==> src/rtl/gbi_pkg.sv <==
package gbi_pkg;

  localparam int unsigned GRID_WORDS   = 65536;
  localparam int unsigned MAX_DIM      = 4096;
  localparam int unsigned MAX_CHANNELS = 16;
  localparam int unsigned RESULT_LIMIT = 16;
  localparam int unsigned IDX_W        = 12;
  localparam int unsigned CNT_W        = 13;
  localparam int unsigned CH_W         = 4;
  localparam int unsigned N_W          = 5;
  localparam int unsigned BASE_W       = 28;
  localparam int unsigned FILL_STEPS   = 2;

  typedef enum logic [2:0] {
    CFG_WEST   = 3'd0,
    CFG_TOP    = 3'd1,
    CFG_INV_W  = 3'd2,
    CFG_INV_H  = 3'd3,
    CFG_ROWS   = 3'd4,
    CFG_COLS   = 3'd5,
    CFG_CHANS  = 3'd6,
    CFG_NODATA = 3'd7
  } cfg_reg_e;

  typedef enum logic [1:0] {
    F_IDLE,
    F_MUL,
    F_PUSH
  } front_state_e;

  typedef enum logic [3:0] {
    B_IDLE,
    B_BASE1,
    B_BASE2,
    B_RD,
    B_FILL,
    B_AC,
    B_BD,
    B_X,
    B_NOD
  } back_state_e;

  typedef struct packed {
    logic signed [47:0] west;
    logic signed [47:0] top;
    logic [47:0]        inv_w;
    logic [47:0]        inv_h;
    logic [CNT_W-1:0]   rows;
    logic [CNT_W-1:0]   cols;
    logic [N_W-1:0]     chans;
    logic signed [31:0] nod;
  } cfg_t;

  typedef struct packed {
    logic               is_write;
    logic [15:0]        waddr;
    logic [31:0]        wdata;
    logic [IDX_W-1:0]   ri;
    logic [IDX_W-1:0]   ci;
    logic               di;
    logic               dj;
    logic [15:0]        dr;
    logic [15:0]        dc;
    logic [1:0]         flags;
    logic               nod_only;
    logic [CH_W-1:0]    first;
    logic [N_W-1:0]     n;
  } job_t;

  typedef struct packed {
    logic [IDX_W-1:0] idx;
    logic [15:0]      frac;
    logic             clamp;
  } loc_t;

  typedef struct packed {
    logic full;
    logic empty;
  } fifo_status_t;

  function automatic loc_t locate(logic neg, logic [47:0] inv, logic [95:0] acc,
                                  logic [IDX_W-1:0] maxidx);
    loc_t r;
    r.idx   = acc[48+IDX_W-1:48];
    r.frac  = acc[47:32];
    r.clamp = 1'b0;
    if ((neg && inv != 48'd0) || (acc[95:48] >= {{(48-IDX_W){1'b0}}, maxidx})) begin
      r.clamp = 1'b1;
      r.frac  = 16'd0;
      r.idx   = neg && inv != 48'd0 ? '0 : maxidx;
    end
    return r;
  endfunction

endpackage

==> src/rtl/gbi_fifo.sv <==
module gbi_fifo (
  input  logic                  clk_i,
  input  logic                  rst_ni,
  input  logic                  push_i,
  input  gbi_pkg::job_t         data_i,
  input  logic                  pop_i,
  output gbi_pkg::job_t         data_o,
  output gbi_pkg::fifo_status_t status_o
);

  gbi_pkg::job_t slot_q [2];
  logic          wp_q, rp_q;
  logic [1:0]    cnt_q;

  assign data_o         = slot_q[rp_q];
  assign status_o.full  = cnt_q == 2'd2;
  assign status_o.empty = cnt_q == 2'd0;

  always_ff @(posedge clk_i or negedge rst_ni) begin
    if (!rst_ni) begin
      wp_q  <= 1'b0;
      rp_q  <= 1'b0;
      cnt_q <= '0;
    end else begin
      if (push_i) begin
        wp_q <= !wp_q;
      end
      if (pop_i) begin
        rp_q <= !rp_q;
      end
      cnt_q <= 2'(cnt_q + {1'b0, push_i} - {1'b0, pop_i});
    end
  end

  always_ff @(posedge clk_i) begin
    if (push_i) begin
      slot_q[wp_q] <= data_i;
    end
  end

endmodule

==> config.mk <==
export PLATFORM = sky130hd
export DESIGN_NAME = gbi_fifo
export DESIGN_NICKNAME = d
export VERILOG_FILES = /design/src/rtl/gbi_pkg.sv /design/src/rtl/gbi_fifo.sv
export SDC_FILE = /design/constraint.sdc
export NUM_CORES = 1
export LEC_CHECK = 0
export ABC_CLOCK_PERIOD_IN_PS = 13500
export BUFFER_PORTS_ARGS = -buffer_cell sky130_fd_sc_hd__buf_2
export CAP_MARGIN = 20
export CORE_ASPECT_RATIO = 2
export CORE_MARGIN = 8
export CORE_UTILIZATION = 45
export DETAILED_ROUTE_END_ITERATION = 16
export PLACE_DENSITY = 0.7
export SLEW_MARGIN = 5
export SYNTH_ARGS = -nofsm -noshare
export SYNTH_HDL_FRONTEND = slang
export SYNTH_SLANG_ARGS = --single-unit
==> constraint.sdc <==
create_clock -name clk_i -period 13.5 [get_ports clk_i]
set_input_delay 1.35 -clock clk_i [delete_from_list [all_inputs] [get_ports clk_i]]
set_output_delay 1.35 -clock clk_i [all_outputs]
set_load 0.02 [all_outputs]
Word-level counts from Yosys, hierarchy flattened
Memory sizes are Yosys's and may differ from the RTL's.
Index checks and enable logic that the tools add are counted.

storage, ports and cells
  bits in registers = 4
  memories kept = 1
  bits in writable memories = 238
  bits of input ports = 123

memory list
  name    words  width  read ports  clocked after memory_dff  write ports  RTL line        RTL
  slot_q  2      119    1           0                         1            gbi_fifo.sv:11  gbi_pkg::job_t slot_q [2];

cells by class
  mux-type cells = 2
  reduce and logical (&&, ||, !) cells = 3
  $add $sub $neg = 2
  eq/ne operators = 1

operator list
  kind                                         number
  adder 2 x 1 -> 2 bit                         1
  equality test 2 bit (second input constant)  1
  zero test 1 bit                              2
  zero test 2 bit                              1
  2-to-1 mux 1 bit                             2
  subtractor 2 x 1 -> 2 bit                    1

Depth between registers and ports, before layout
  depth after elaboration = 2
  gate-level depth with buffers = 5
  gate-level depth less buffers = 5

Worst setup path after synthesis
Ideal clock, no wire load.

  kind = input to register
  start = in push_i
  end = mem slot_q[0][0] (netlist bit), enable pin
  library setup time = 613 ps
  stages on the path = 1
  required time = 12887 ps
  path slack = 6374 ps
  path buffers = 0
  data arrival time = 6514 ps
  cells stage by stage = nor2b_1

on the way
  cells in the longest elaborated chain, start to end = 2

ends and longest elaborated chain
  item                                    RTL line        RTL
  start: declaration                      gbi_fifo.sv:4   input logic push_i,
  2-to-1 mux 1 bit                        gbi_fifo.sv:36  if (push_i) begin
  2-to-1 mux 1 bit (implied by the code)  gbi_fifo.sv:37  slot_q[wp_q] <= data_i;
  end: declaration                        gbi_fifo.sv:11

No other way between the ends.

==> results by group <==
Pwr
  – Clock power frac: 0.263
  – Leak: 4.15 nW
  – Sw frac: 0.315
  – Power per cell area: 221 nW/um2
  – Gate power share: 0.302
  – Pwr Total: 2.44 mW
  – Flop pwr share: 0.435
  – Worst vdd ir: 0.000158 V
  – Sw power: 770 uW
  – Pint: 1.67 mW

Setup path
  – Setup slack, reg-to-reg: 11.14 ns
  – Worst r2r src: wp_q
  – Reg2Reg Depth: 2
  – Critical Path RT: 12.15 ns
  – Crit path kind: reg2out
  – Reg2reg end: slot_q[1][78]
  – CP max FO: 70
  – CP Launch Type: register
  – Crit path DAT: 2.84 ns
  – Nature of the critical path endpoint: output port

Global route
  – Number of global-route vias before repair: 5204
  – GRT Util Overall: 0.150
  – Initial antenna violation count: 11
  – Grt ovf: 0
  – Largest net degree at the start of global routing: 71
  – First-pass GRT wire length: 28.0 mm

Placed design
  – GPL Wtd Cong: 0.741
  – IO Port Bufs: 243
  – HPWL after DPL: 13.3 mm

Finish
  – Synth-to-layout area growth: 25.2%
  – Layout cells sized above 1: 0.612
  – Fin nets: 767

Flow run
  – Number of max-cap violations: 0

Clocking
  – TritonCTS Sinks: 242
  – CTS Buf Count: 21
  – # Post-CTS Setup Buffers: 0
  – Clk pin slew, worst setup/hold paths: 0.06 ns
  – Cts hold-fix bufs: 0
  – Htree depth: 1
  – Worst-skew pair later-pin latency: 0.50 ns
  – Root Driver: clkbuf_16
  – Clock tree buffer depth: 3
  – TritonCTS clock tree: yes
  – Post-CTS resize count: 0

STA
  – Setup TNS: 0 ns
  – Post-layout minimum cycle time: 4.19 ns
  – Unrepaired setup endpoints after global routing: no
  – Endpoints failing setup: 0
  – Fmax: 239 MHz
  – Slew @ Worst Pin: 0.956 ns
  – Final Slew Violations: 0
  – Hold Vio Cnt, Final: 0
  – Slew HR: 0.363
  – Hold Worst Slack: 0.550 ns
  – Final period util: 0.310
  – Setup Skew: 0.00542 ns

Floorplan
  – Chip width: 115 um
  – Initial Utilization: 0.457
  – Row cnt: 72
  – Num ports: 244
  – Die ar.: 24600 um2
  – Core area: 19300 um2
  – Die Y: 214 um

Synthesis
  – Post-synth ARST share: 0.0165
  – Synth Flop Type: edfxtp_1
  – Synth top area cells: edfxtp_1 (81%), mux2_2 (15%), buf_6 (1.4%)
  – Syn Inst Count: 385
  – Post-synth EDFFs: 238
  – Unique masters post-synth: 12
  – Syn nets: 510
  – Top cells by count, synth: edfxtp_1 (238), mux2_2 (119), buf_6 (11)
  – Synth top area share: 0.811
  – Synth Area per Inst: 22.9 um2
  – Most frequent cell after synthesis: edfxtp_1
  – Synthesized area: 8820 um2
  – Leading area contributor after synthesis: edfxtp_1
  – Flops & latches, synth: 242
  – Synth warn: 0
  – Register area share after synthesis: 0.822

Detailed routing
  – Drt first pass iters: 4
  – Wirelength, routed: 19.0 mm
  – Drt initial violations: 204
  – Vias: 4483
  – Per-cell routed wire length: 20.5 um
  – DRT antenna net count: 0
  – DRC: 0
  – DR vias/cell: 4.84

Min path
  – HP Start: wp_q
  – HP Class: reg2reg
  – Worst Hold Path Cells: 1
  – Hold EP: wp_q

Outcome
  – Outcome: complete, no violations
[registers in the layout, indices dropped and copies added (netlist names)]
name,cells
rp_q,1
cnt_q,2
wp_q,1
slot_q,238
[power groups by stage]
stage,clock network [mW],registers (mW),logic [mW]
finish,0.642,1.06,0.738
detailed placement,0,1.08,0.753
global route,0.685,1.08,0.784
CTS,0.659,1.06,0.756
floorplan,0,1.06,0.557
global placement,0,1.07,0.743
[worst max-delay path by stage]
stage                              end    from  slack (ns)  cells after the start
after floorplan           slot_q[0][0]  push_i        6.37                      1
after global placement      data_o[68]    rp_q        9.83                      3
after detailed placement    data_o[68]    rp_q        9.77                      3
after CTS                   data_o[22]    rp_q        9.24                      3
after global routing        data_o[68]    rp_q        9.13                      3
final                       data_o[26]    rp_q        9.31                      3
[per-stage QoR]
stage | std cells | cell area [um2] | setup slack [ns] | util
after floorplan | 385 | 8820 | 6.37 | -
after detailed placement | 878 | 10300 | 9.77 | 0.533
after CTS | 916 | 11000 | 9.24 | 0.571
after global placement | 878 | 10300 | 9.83 | 0.533
final | 926 | 11000 | 9.31 | 0.572
after global routing | 926 | 11000 | 9.13 | 0.572
[per-layer routing]
layer  track usage  share of wire  routed length (um)
met2         0.283           0.57               10800
met5             0        0.00079                  15
met4        0.0979          0.049                 921
met1         0.132           0.32                6030
met3        0.0398          0.064                1210
[cell families (layout without fill, tap and decap cells)]
family | count (synthesis) | after routing | share of synthesized area
AND/OR/NAND/NOR | 4 | 4 | 0.00255
flip-flops | 242 | 242 | 0.822
adder cells (fa/ha/maj) | 2 | 2 | 0.00284
other | 0 | 10 | 0
buffers and inverters | 15 | 287 | 0.0160
XOR/XNOR | 3 | 3 | 0.00468
multiplexers | 119 | 119 | 0.152
[area by class of cell]
cell class	count	area, um2
diodes	10	25.0
multi-input cells	128	1440
well taps	259	324
flip-flops and latches	242	7250
fillers	1520	8240
inverters	2	7.51
repair buffers	247	1250
clock inverters	15	210
clock buffers	23	533
[cell usage in the layout, fill, tap and decap left out]
cell	netlist	routed
clkinvlp_4	0	1
dfrtp_4	0	1
inv_1	2	2
clkinv_4	0	1
dfrtp_1	4	3
xor3_1	1	1
diode_2	0	10
buf_4	0	4
ha_1	2	2
and2_4	0	1
nor2_1	1	1
edfxtp_1	238	238
bufinv_16	0	5
clkinv_2	0	3
nor2b_4	0	1
mux2_2	119	119
nor2b_1	2	1
inv_6	0	2
clkbuf_16	0	21
clkinv_1	0	3
buf_2	2	243
clkbuf_1	0	2
xor2_1	2	2
[critical path, stage by stage (launching register included)]
cell	delay [ns]
dfrtp_4	0.87
buf_4	0.80
mux2_2	0.43
buf_2	0.17
(Power assumes the default switching activity.)
