`src/rtl/gbi_pkg.sv`:
```
package gbi_pkg;

  localparam int unsigned GRID_WORDS   = 65536;
  localparam int unsigned MAX_DIM      = 4096;
  localparam int unsigned MAX_CHANNELS = 16;
  localparam int unsigned RESULT_LIMIT = 16;
  localparam int unsigned IDX_W        = 12;
  localparam int unsigned CNT_W        = 13;
  localparam int unsigned CH_W         = 4;
  localparam int unsigned N_W          = 5;
  localparam int unsigned BASE_W       = 28;
  localparam int unsigned FILL_STEPS   = 2;

  typedef enum logic [2:0] {
    CFG_WEST   = 3'd0,
    CFG_TOP    = 3'd1,
    CFG_INV_W  = 3'd2,
    CFG_INV_H  = 3'd3,
    CFG_ROWS   = 3'd4,
    CFG_COLS   = 3'd5,
    CFG_CHANS  = 3'd6,
    CFG_NODATA = 3'd7
  } cfg_reg_e;

  typedef enum logic [1:0] {
    F_IDLE,
    F_MUL,
    F_PUSH
  } front_state_e;

  typedef enum logic [3:0] {
    B_IDLE,
    B_BASE1,
    B_BASE2,
    B_RD,
    B_FILL,
    B_AC,
    B_BD,
    B_X,
    B_NOD
  } back_state_e;

  typedef struct packed {
    logic signed [47:0] west;
    logic signed [47:0] top;
    logic [47:0]        inv_w;
    logic [47:0]        inv_h;
    logic [CNT_W-1:0]   rows;
    logic [CNT_W-1:0]   cols;
    logic [N_W-1:0]     chans;
    logic signed [31:0] nod;
  } cfg_t;

  typedef struct packed {
    logic               is_write;
    logic [15:0]        waddr;
    logic [31:0]        wdata;
    logic [IDX_W-1:0]   ri;
    logic [IDX_W-1:0]   ci;
    logic               di;
    logic               dj;
    logic [15:0]        dr;
    logic [15:0]        dc;
    logic [1:0]         flags;
    logic               nod_only;
    logic [CH_W-1:0]    first;
    logic [N_W-1:0]     n;
  } job_t;

  typedef struct packed {
    logic [IDX_W-1:0] idx;
    logic [15:0]      frac;
    logic             clamp;
  } loc_t;

  typedef struct packed {
    logic full;
    logic empty;
  } fifo_status_t;

  function automatic loc_t locate(logic neg, logic [47:0] inv, logic [95:0] acc,
                                  logic [IDX_W-1:0] maxidx);
    loc_t r;
    r.idx   = acc[48+IDX_W-1:48];
    r.frac  = acc[47:32];
    r.clamp = 1'b0;
    if ((neg && inv != 48'd0) || (acc[95:48] >= {{(48-IDX_W){1'b0}}, maxidx})) begin
      r.clamp = 1'b1;
      r.frac  = 16'd0;
      r.idx   = neg && inv != 48'd0 ? '0 : maxidx;
    end
    return r;
  endfunction

endpackage

```
`src/rtl/gbi_front.sv`:
```
module gbi_front (
  input  logic                clk_i,
  input  logic                rst_ni,
  input  gbi_pkg::cfg_t       cfg_i,
  input  logic                start,
  output logic                busy,
  input  logic                action_i,
  input  logic signed [47:0]  northing_i,
  input  logic signed [47:0]  easting_i,
  input  logic                extrapolate_i,
  input  logic [3:0]          first_channel_i,
  input  logic [4:0]          channel_span_i,
  input  logic [15:0]         word_address_i,
  input  logic signed [31:0]  word_value_i,
  input  gbi_pkg::fifo_status_t fifo_i,
  output logic                push_o,
  output gbi_pkg::job_t       job_o
);

  gbi_pkg::front_state_e state_q, state_d;
  logic [2:0]            cnt_q;
  logic signed [48:0]    diff_r_q, diff_c_q;
  logic [95:0]           acc_q, acc_d;
  logic                  extra_q;
  gbi_pkg::job_t         job_q;
  logic                  accept;
  logic [47:0]           m_sel, inv_sel;
  logic [15:0]           chunk;
  logic [1:0]            csel;
  logic [gbi_pkg::IDX_W-1:0] maxr, maxc;
  gbi_pkg::loc_t         loc_r, loc_c;
  logic [gbi_pkg::N_W-1:0] n_full, n_sel;

  assign accept = start && state_q == gbi_pkg::F_IDLE;
  assign busy   = state_q != gbi_pkg::F_IDLE;
  assign job_o  = job_q;

  always_comb begin
    state_d = state_q;
    case (state_q)
      gbi_pkg::F_IDLE: if (start) begin
        state_d = action_i ? gbi_pkg::F_PUSH : gbi_pkg::F_MUL;
      end
      gbi_pkg::F_MUL: if (cnt_q == 3'd6) begin
        state_d = gbi_pkg::F_PUSH;
      end
      gbi_pkg::F_PUSH: if (!fifo_i.full) begin
        state_d = gbi_pkg::F_IDLE;
      end
      default: state_d = gbi_pkg::F_IDLE;
    endcase
  end

  always_comb begin
    push_o = state_q == gbi_pkg::F_PUSH && !fifo_i.full;
  end

  always_comb begin
    m_sel   = cnt_q < 3'd3 ? (diff_r_q[48] ? 48'd0 : diff_r_q[47:0])
                           : (diff_c_q[48] ? 48'd0 : diff_c_q[47:0]);
    inv_sel = cnt_q < 3'd3 ? cfg_i.inv_h : cfg_i.inv_w;
    csel    = cnt_q < 3'd3 ? cnt_q[1:0] : 2'(cnt_q - 3'd3);
    case (csel)
      2'd0:    chunk = inv_sel[47:32];
      2'd1:    chunk = inv_sel[31:16];
      default: chunk = inv_sel[15:0];
    endcase
    acc_d = ((cnt_q == 3'd0 || cnt_q == 3'd3) ? 96'd0 : {acc_q[79:0], 16'd0})
            + 96'(m_sel * chunk);
    maxr  = gbi_pkg::IDX_W'(cfg_i.rows - 1'b1);
    maxc  = gbi_pkg::IDX_W'(cfg_i.cols - 1'b1);
    loc_r = gbi_pkg::locate(diff_r_q[48], cfg_i.inv_h, acc_q, maxr);
    loc_c = gbi_pkg::locate(diff_c_q[48], cfg_i.inv_w, acc_q, maxc);
    n_full = '0;
    if ({1'b0, first_channel_i} < cfg_i.chans) begin
      n_full = cfg_i.chans - {1'b0, first_channel_i};
    end
    if (channel_span_i < n_full) begin
      n_full = channel_span_i;
    end
    if (n_full > gbi_pkg::N_W'(gbi_pkg::RESULT_LIMIT)) begin
      n_full = gbi_pkg::N_W'(gbi_pkg::RESULT_LIMIT);
    end
    n_sel = n_full == '0 ? gbi_pkg::N_W'(1) : n_full;
  end

  always_ff @(posedge clk_i or negedge rst_ni) begin
    if (!rst_ni) begin
      state_q <= gbi_pkg::F_IDLE;
      cnt_q   <= '0;
    end else begin
      state_q <= state_d;
      cnt_q   <= state_q == gbi_pkg::F_MUL ? 3'(cnt_q + 3'd1) : 3'd0;
    end
  end

  always_ff @(posedge clk_i) begin
    if (accept) begin
      diff_r_q       <= {cfg_i.top[47], cfg_i.top} - {northing_i[47], northing_i};
      diff_c_q       <= {easting_i[47], easting_i} - {cfg_i.west[47], cfg_i.west};
      extra_q        <= extrapolate_i;
      job_q.is_write <= action_i;
      job_q.waddr    <= word_address_i;
      job_q.wdata    <= word_value_i;
      job_q.first    <= first_channel_i;
      job_q.n        <= n_sel;
      job_q.nod_only <= n_full == '0;
      job_q.flags    <= '0;
    end
    if (state_q == gbi_pkg::F_MUL) begin
      acc_q <= acc_d;
      if (cnt_q == 3'd3) begin
        job_q.ri       <= loc_r.idx;
        job_q.dr       <= loc_r.frac;
        job_q.di       <= !loc_r.clamp;
        job_q.flags[0] <= loc_r.clamp;
      end
      if (cnt_q == 3'd6) begin
        job_q.ci       <= loc_c.idx;
        job_q.dc       <= loc_c.frac;
        job_q.dj       <= !loc_c.clamp;
        job_q.flags[1] <= loc_c.clamp;
        if (!extra_q && (job_q.flags[0] || loc_c.clamp)) begin
          job_q.nod_only <= 1'b1;
        end
      end
    end
  end

endmodule

```
`config.mk`:
```
export PLATFORM = sky130hd
export DESIGN_NAME = gbi_front
export DESIGN_NICKNAME = d
export VERILOG_FILES = /design/src/rtl/gbi_pkg.sv /design/src/rtl/gbi_front.sv
export SDC_FILE = /design/constraint.sdc
export NUM_CORES = 2
export LEC_CHECK = 0
export BUFFER_PORTS_ARGS = -buffer_cell sky130_fd_sc_hd__buf_2
export CORE_UTILIZATION = 45
export DETAILED_ROUTE_END_ITERATION = 10
export SETUP_SLACK_MARGIN = 0.05
export SYNTH_ARGS = -nofsm -noshare
export SYNTH_HDL_FRONTEND = slang
export SYNTH_SLANG_ARGS = --single-unit
```
`constraint.sdc`:
```
create_clock -name clk_i -period 10.4 [get_ports clk_i]
set_input_delay 1.56 -clock clk_i [delete_from_list [all_inputs] [get_ports clk_i]]
set_output_delay 1.56 -clock clk_i [all_outputs]
set_load 0.005 [all_outputs]
```
* After elaboration in Yosys (flattened, before gate mapping)
Cells that the tools add are included.
** Word-level totals
- Flip-flop bits (word level) :: 319
- Input port bits :: 415
- Output and inout port bits :: 121
- Logic and storage cells :: 92
** Operators by class
- $add $sub $neg :: 8
- Multipliers :: 1
- Order comparisons :: 6
- Equality and inequality tests :: 8
- Mux-type cells :: 27
- Reduce and logical (&&, ||, !) cells :: 23
** Operators with widths (number)
- 48-bit 2-to-1 mux :: 4
- 48-bit by 48-bit subtractor with 49-bit output :: 2
- 96-bit by 64-bit adder with 96-bit output :: 1
- 48-bit by 12-bit >= comparator with 1-bit output :: 2
- 96-bit 2-to-1 mux :: 1
- 48-bit nonzero test :: 2
- 48-bit by 16-bit multiplier with 64-bit output :: 1
- 29-bit 2-to-1 mux :: 2
- 12-bit 2-to-1 mux :: 3
- 16-bit case mux with 2 select lines :: 1
- 12-bit by 1-bit subtractor with 12-bit output, second input constant :: 2
- 5-bit 2-to-1 mux :: 4
- 2-bit 2-to-1 mux :: 5
- 3-bit 2-to-1 mux :: 2
- 2-bit inequality test, second input constant :: 3
- 2-bit case mux with 3 select lines :: 1
- 5-bit > comparator, second input constant :: 1
- 1-bit logical AND :: 5
- 5-bit zero test :: 1
- 4-bit by 5-bit < comparator with 1-bit output :: 1
- 5-bit < comparator :: 1
- 5-bit by 4-bit subtractor with 5-bit output :: 1
- 2-bit by 1-bit == test with 1-bit output, second input constant :: 2
- 1-bit zero test :: 4
- other kinds (13) :: 21

* Depth between registers and ports, before layout
- Depth after elaboration :: 12
- Gate-level depth with buffers :: 35
- Depth with buffers taken out :: 31

* Worst setup path before layout
OpenSTA, ideal clock, no wires.
- Kind :: input port to flip-flop
- From :: in cfg_i[88] in the netlist's numbering
- To :: reg acc_q[73] (data pin)
- Data arrival time :: 8.149 ns
- Data required time :: 10.135 ns
- Setup slack :: 1.986 ns
- Stages :: 28
- Path buffers :: 4
- Path through :: o22ai_1 -> or3_1 -> o31ai_1 -> clkbuf_1 -> clkbuf_1 -> nand2_1 -> fa_1 -> inv_1 -> fa_1 -> fa_1 -> fa_1 -> fa_1 -> inv_1 -> fa_1 -> inv_1 -> ha_1 -> clkbuf_1 -> a21oi_1 -> o21ai_0 -> a2111oi_0 -> nor2_1 -> a31o_2 -> a41oi_1 -> o21ai_0 -> nor2b_1 -> buf_6 -> nor3_1 -> mux2i_1
** On the way
- Cells in the longest elaborated chain, start to end :: 4
** Ends and longest elaborated chain
- from (decl) :: RTL line gbi_front.sv:4 : input gbi_pkg::cfg_t cfg_i,
- 48-bit 2-to-1 mux :: RTL line gbi_front.sv:61 : inv_sel = cnt_q < 3'd3 ? cfg_i.inv_h : cfg_i.inv_w;
- 16-bit case mux with 2 select lines :: RTL line gbi_front.sv:63 : case (csel)
- 48-bit by 16-bit multiplier with 64-bit output :: RTL line gbi_front.sv:69 : + 96'(m_sel * chunk);
- 96-bit by 64-bit adder with 96-bit output :: RTL line gbi_front.sv:69
- net acc_d[73] :: RTL line gbi_front.sv:23 : logic [95:0] acc_q, acc_d;
- to (signal assigned) :: RTL line gbi_front.sv:111 : acc_q <= acc_d;
- to (decl) :: RTL line gbi_front.sv:23
The timed path passes the listed nets, and every way through them passes these cells.
A chain may end at the register's enable or synchronous reset.

* Worst setup path after layout
- From :: reg cnt_q[0]
- To :: reg acc_q[90] (data pin)
** On the way
- Cells in the longest elaborated chain, start to end :: 6
- Elaborated cells on any way between the ends :: 14
** Ends and longest elaborated chain
- from (decl) :: RTL line gbi_front.sv:21 : logic [2:0] cnt_q;
- from (signal assigned) :: RTL line gbi_front.sv:93 : cnt_q <= state_q == gbi_pkg::F_MUL ? 3'(cnt_q + 3'd1) : 3'd0;
- 3-bit by 2-bit < comparator with 1-bit output or 2-bit subtractor (tied branches) :: RTL line gbi_front.sv:59, gbi_front.sv:61, gbi_front.sv:62
- 2-bit 2-to-1 mux :: RTL line gbi_front.sv:62 : csel = cnt_q < 3'd3 ? cnt_q[1:0] : 2'(cnt_q - 3'd3);
- 2-bit by 1-bit == test with 1-bit output or 2-bit zero test (tied branches) :: RTL line gbi_front.sv:63
- 16-bit case mux with 2 select lines :: RTL line gbi_front.sv:63
- 48-bit by 16-bit multiplier with 64-bit output :: RTL line gbi_front.sv:69
- 96-bit by 64-bit adder with 96-bit output (*) :: RTL line gbi_front.sv:69
- net acc_d[90] :: RTL line gbi_front.sv:23
Mark *: on every way through the listed nets, which the timed path passes. The rest lies on a longest branch.

==> metrics.txt <==
Starting Density 0.4544; Die Y 319.8 um; unrepaired setup endpoints after global routing no; critical path's slowest cell a21oi_2; I/O Pins 536; CTS Root Cell clkbuf_16; Cell Area, Synth 45440 sq um; CP Class flip-flop to flip-flop; total core area 100000 sq um; endpoints failing setup 0; CTS tree done; Worst slew margin 0.1220; Worst Max-Slew Pin Slew about 1.3 ns; critical path launch point type flip-flop; first-pass GRT wire length 213300 um; fillcell total 9492; CP max FO 48; CTS Hold Bufs 0; die width 319.8 um; Post-Synth Simple-Gate Area 0.1640; asr flop ratio synth 0.01567; Post-synth EDFFs 311; via total after detailed routing approximately 37000; met2 usage 0.4456; total gr overflow 0; fin. max-slew vios 0; delay-heaviest family, CP adder cells; Max-cap violations 0; nets 6852; register area share after synthesis 0.2096; most frequent cells in the layout inv_1 (963), nand2_1 (698), fa_1 (693); gr busiest metal met2; utilization after layout 0.5110; Worst Skew 0.03066 ns; met1 Usage GRT 0.3685; largest net degree at the start of global routing between 80 and 90; Ys Warns 0; Mapped Nets 6422; area of the multi-input gates 31720 sq um; Worst-path clk slew approximately 0.06 ns; post-route ant nets 0; adder-cell share of the synthesized area 0.3838; Most used DFF post-synth edfxtp_1; CTS resizes 0; share of cells above drive strength 1 0.1329; Syn Area/Cell 9.035 sq um; fin cells 6791; dpl cells 6714; compound-cell area share of the yosys netlist 0.1101; Synth area leader fa_1; Req. time, crit path 10.84 ns; first drt pass iteration count 6; fmax 0.1024 GHz; total wire length 137100 um; CP endpoint kind flip-flop; Detail Placement HPWL 112800 um; commonest non-fill, non-tap cell in the layout inv_1; setup TNS 0 ns; min Tclk post-route 9.770 ns; row cnt ~120; vias per cell 5.419; # DRC 0; register area 9524 sq um; DR iter-0 viols 2752; vias in the first global route between 30000 and 40000; WL per Instance around 20 um; IO Port Bufs 500; global-route usage over all layers 0.2707; main combinational cell family by area after synthesis adder cells; Clock Sinks 319; status completed; cells after synthesis 5029; count of different cell masters after synthesis 85; Bufs on Longest Clock Path 3; Fin. Hold Viols 0; period utilisation layout 0.9395; Synth Area in XOR/XNOR 0.03219; Worst-Skew Late Latency 0.60 ns; CP peak stage delay ~0.83 ns; CTS buffer count 41; post-synthesis mux area share 0.003773; met3 Usage GRT 0.04433; number of synthesized register bits 319; post-synth top area share 0.3053; Area contributors post-synth fa_1 (31%), edfxtp_1 (21%), inv_1 (8.0%); post-CTS setup buffers 0; H-tree level count 2; Worst Path Arrival 10.21 ns; gpl congestion 0.9442; die area 102200 sq um; Area Growth Syn to Fin 12.47%; WP buf/inv 6; antenna violations before repair 11; most frequent CP cell fa_1; Hold Path Class flip-flop to flip-flop
logic make-up after synthesis:
kind of cell | count (synthesis)
AND/OR/NAND/NOR | 1615
AO/OA/AOI/OAI | 771
multiplexers | 17
flip-flops | 319
buffers and inverters | 1162
XOR/XNOR | 167
adder cells (fa/ha/maj) | 978
final cells by class:
cell class,count,share of cell area
sequential,319,0.1864
antenna,6,0.0002938
tap,1298,0.03178
clock buffer,47,0.02052
inverter,967,0.07117
clock inverter,24,0.005631
timing repair buffer,582,0.06346
multi-input combinational,3548,0.6208
final timing paths:
| check | from | endpoint | slack, ns | cells after the start |
|---|---|---|---|---|
| worst max-delay path | cnt_q[0] | acc_q[90] | 0.63 | 30 |
| worst min-delay path | job_o[11] | job_o[11] | 0.49 | 2 |
| worst min register to register | job_o[11] | job_o[11] | 0.49 | 2 |
| max in group asynchronous | rst_ni | cnt_q[1] | 9.47 | 1 |
| worst max register to register | cnt_q[0] | acc_q[90] | 0.63 | 30 |
| min in group asynchronous | rst_ni | state_q[0] | 0.79 | 1 |
sequential cells by signal (all words and copies together) (netlist names):
signal    flops
extra_q       1
diff_r_q     49
job_o       119
acc_q        96
diff_c_q     49
cnt_q         3
state_q       2
cells in the mapped netlist (all sizes together) (30+ instances only):
master,count
a21o,107
a21oi,202
and2,143
clkbuf,171
edfxtp,311
fa,693
ha,285
inv,967
nand2,698
nand2b,77
nand3,103
nand4,43
nor2,324
nor2b,39
nor3,37
nor4,41
o21a,47
o21ai,175
or2,30
xnor2,102
xor2,65
metal layers:
| layer | share of wire | up-vias |
|---|---|---|
| met2 | 0.46 | 1464 |
| li1 | - | 16990 |
| met5 | 0.000095 | - |
| met1 | 0.44 | 18160 |
| met3 | 0.074 | 186 |
| met4 | 0.026 | 2 |
worst min-delay path, stage by stage (launching register included):
cell and delay, ns:
dfxtp_1 0.31, nand3_1 0.06, o21ai_0 0.07
metrics by stage:
| stage | instance area [sq um] | hold slack [ns] | setup slack, ns |
|---|---|---|---|
| after floorplan | 45440 | 0.4679 | 1.986 |
| after global placement | 49750 | 0.4588 | 0.8044 |
| after detailed placement | 49750 | 0.4759 | 0.7459 |
| after CTS | 51090 | 0.4848 | 0.7054 |
| after global routing | 51100 | 0.5042 | 0.05725 |
| final | 51100 | 0.4867 | 0.6296 |
Power is left out: the tool's default activity adds up to more than one toggle a clock period on the data nets, which glitch-free logic cannot reach.
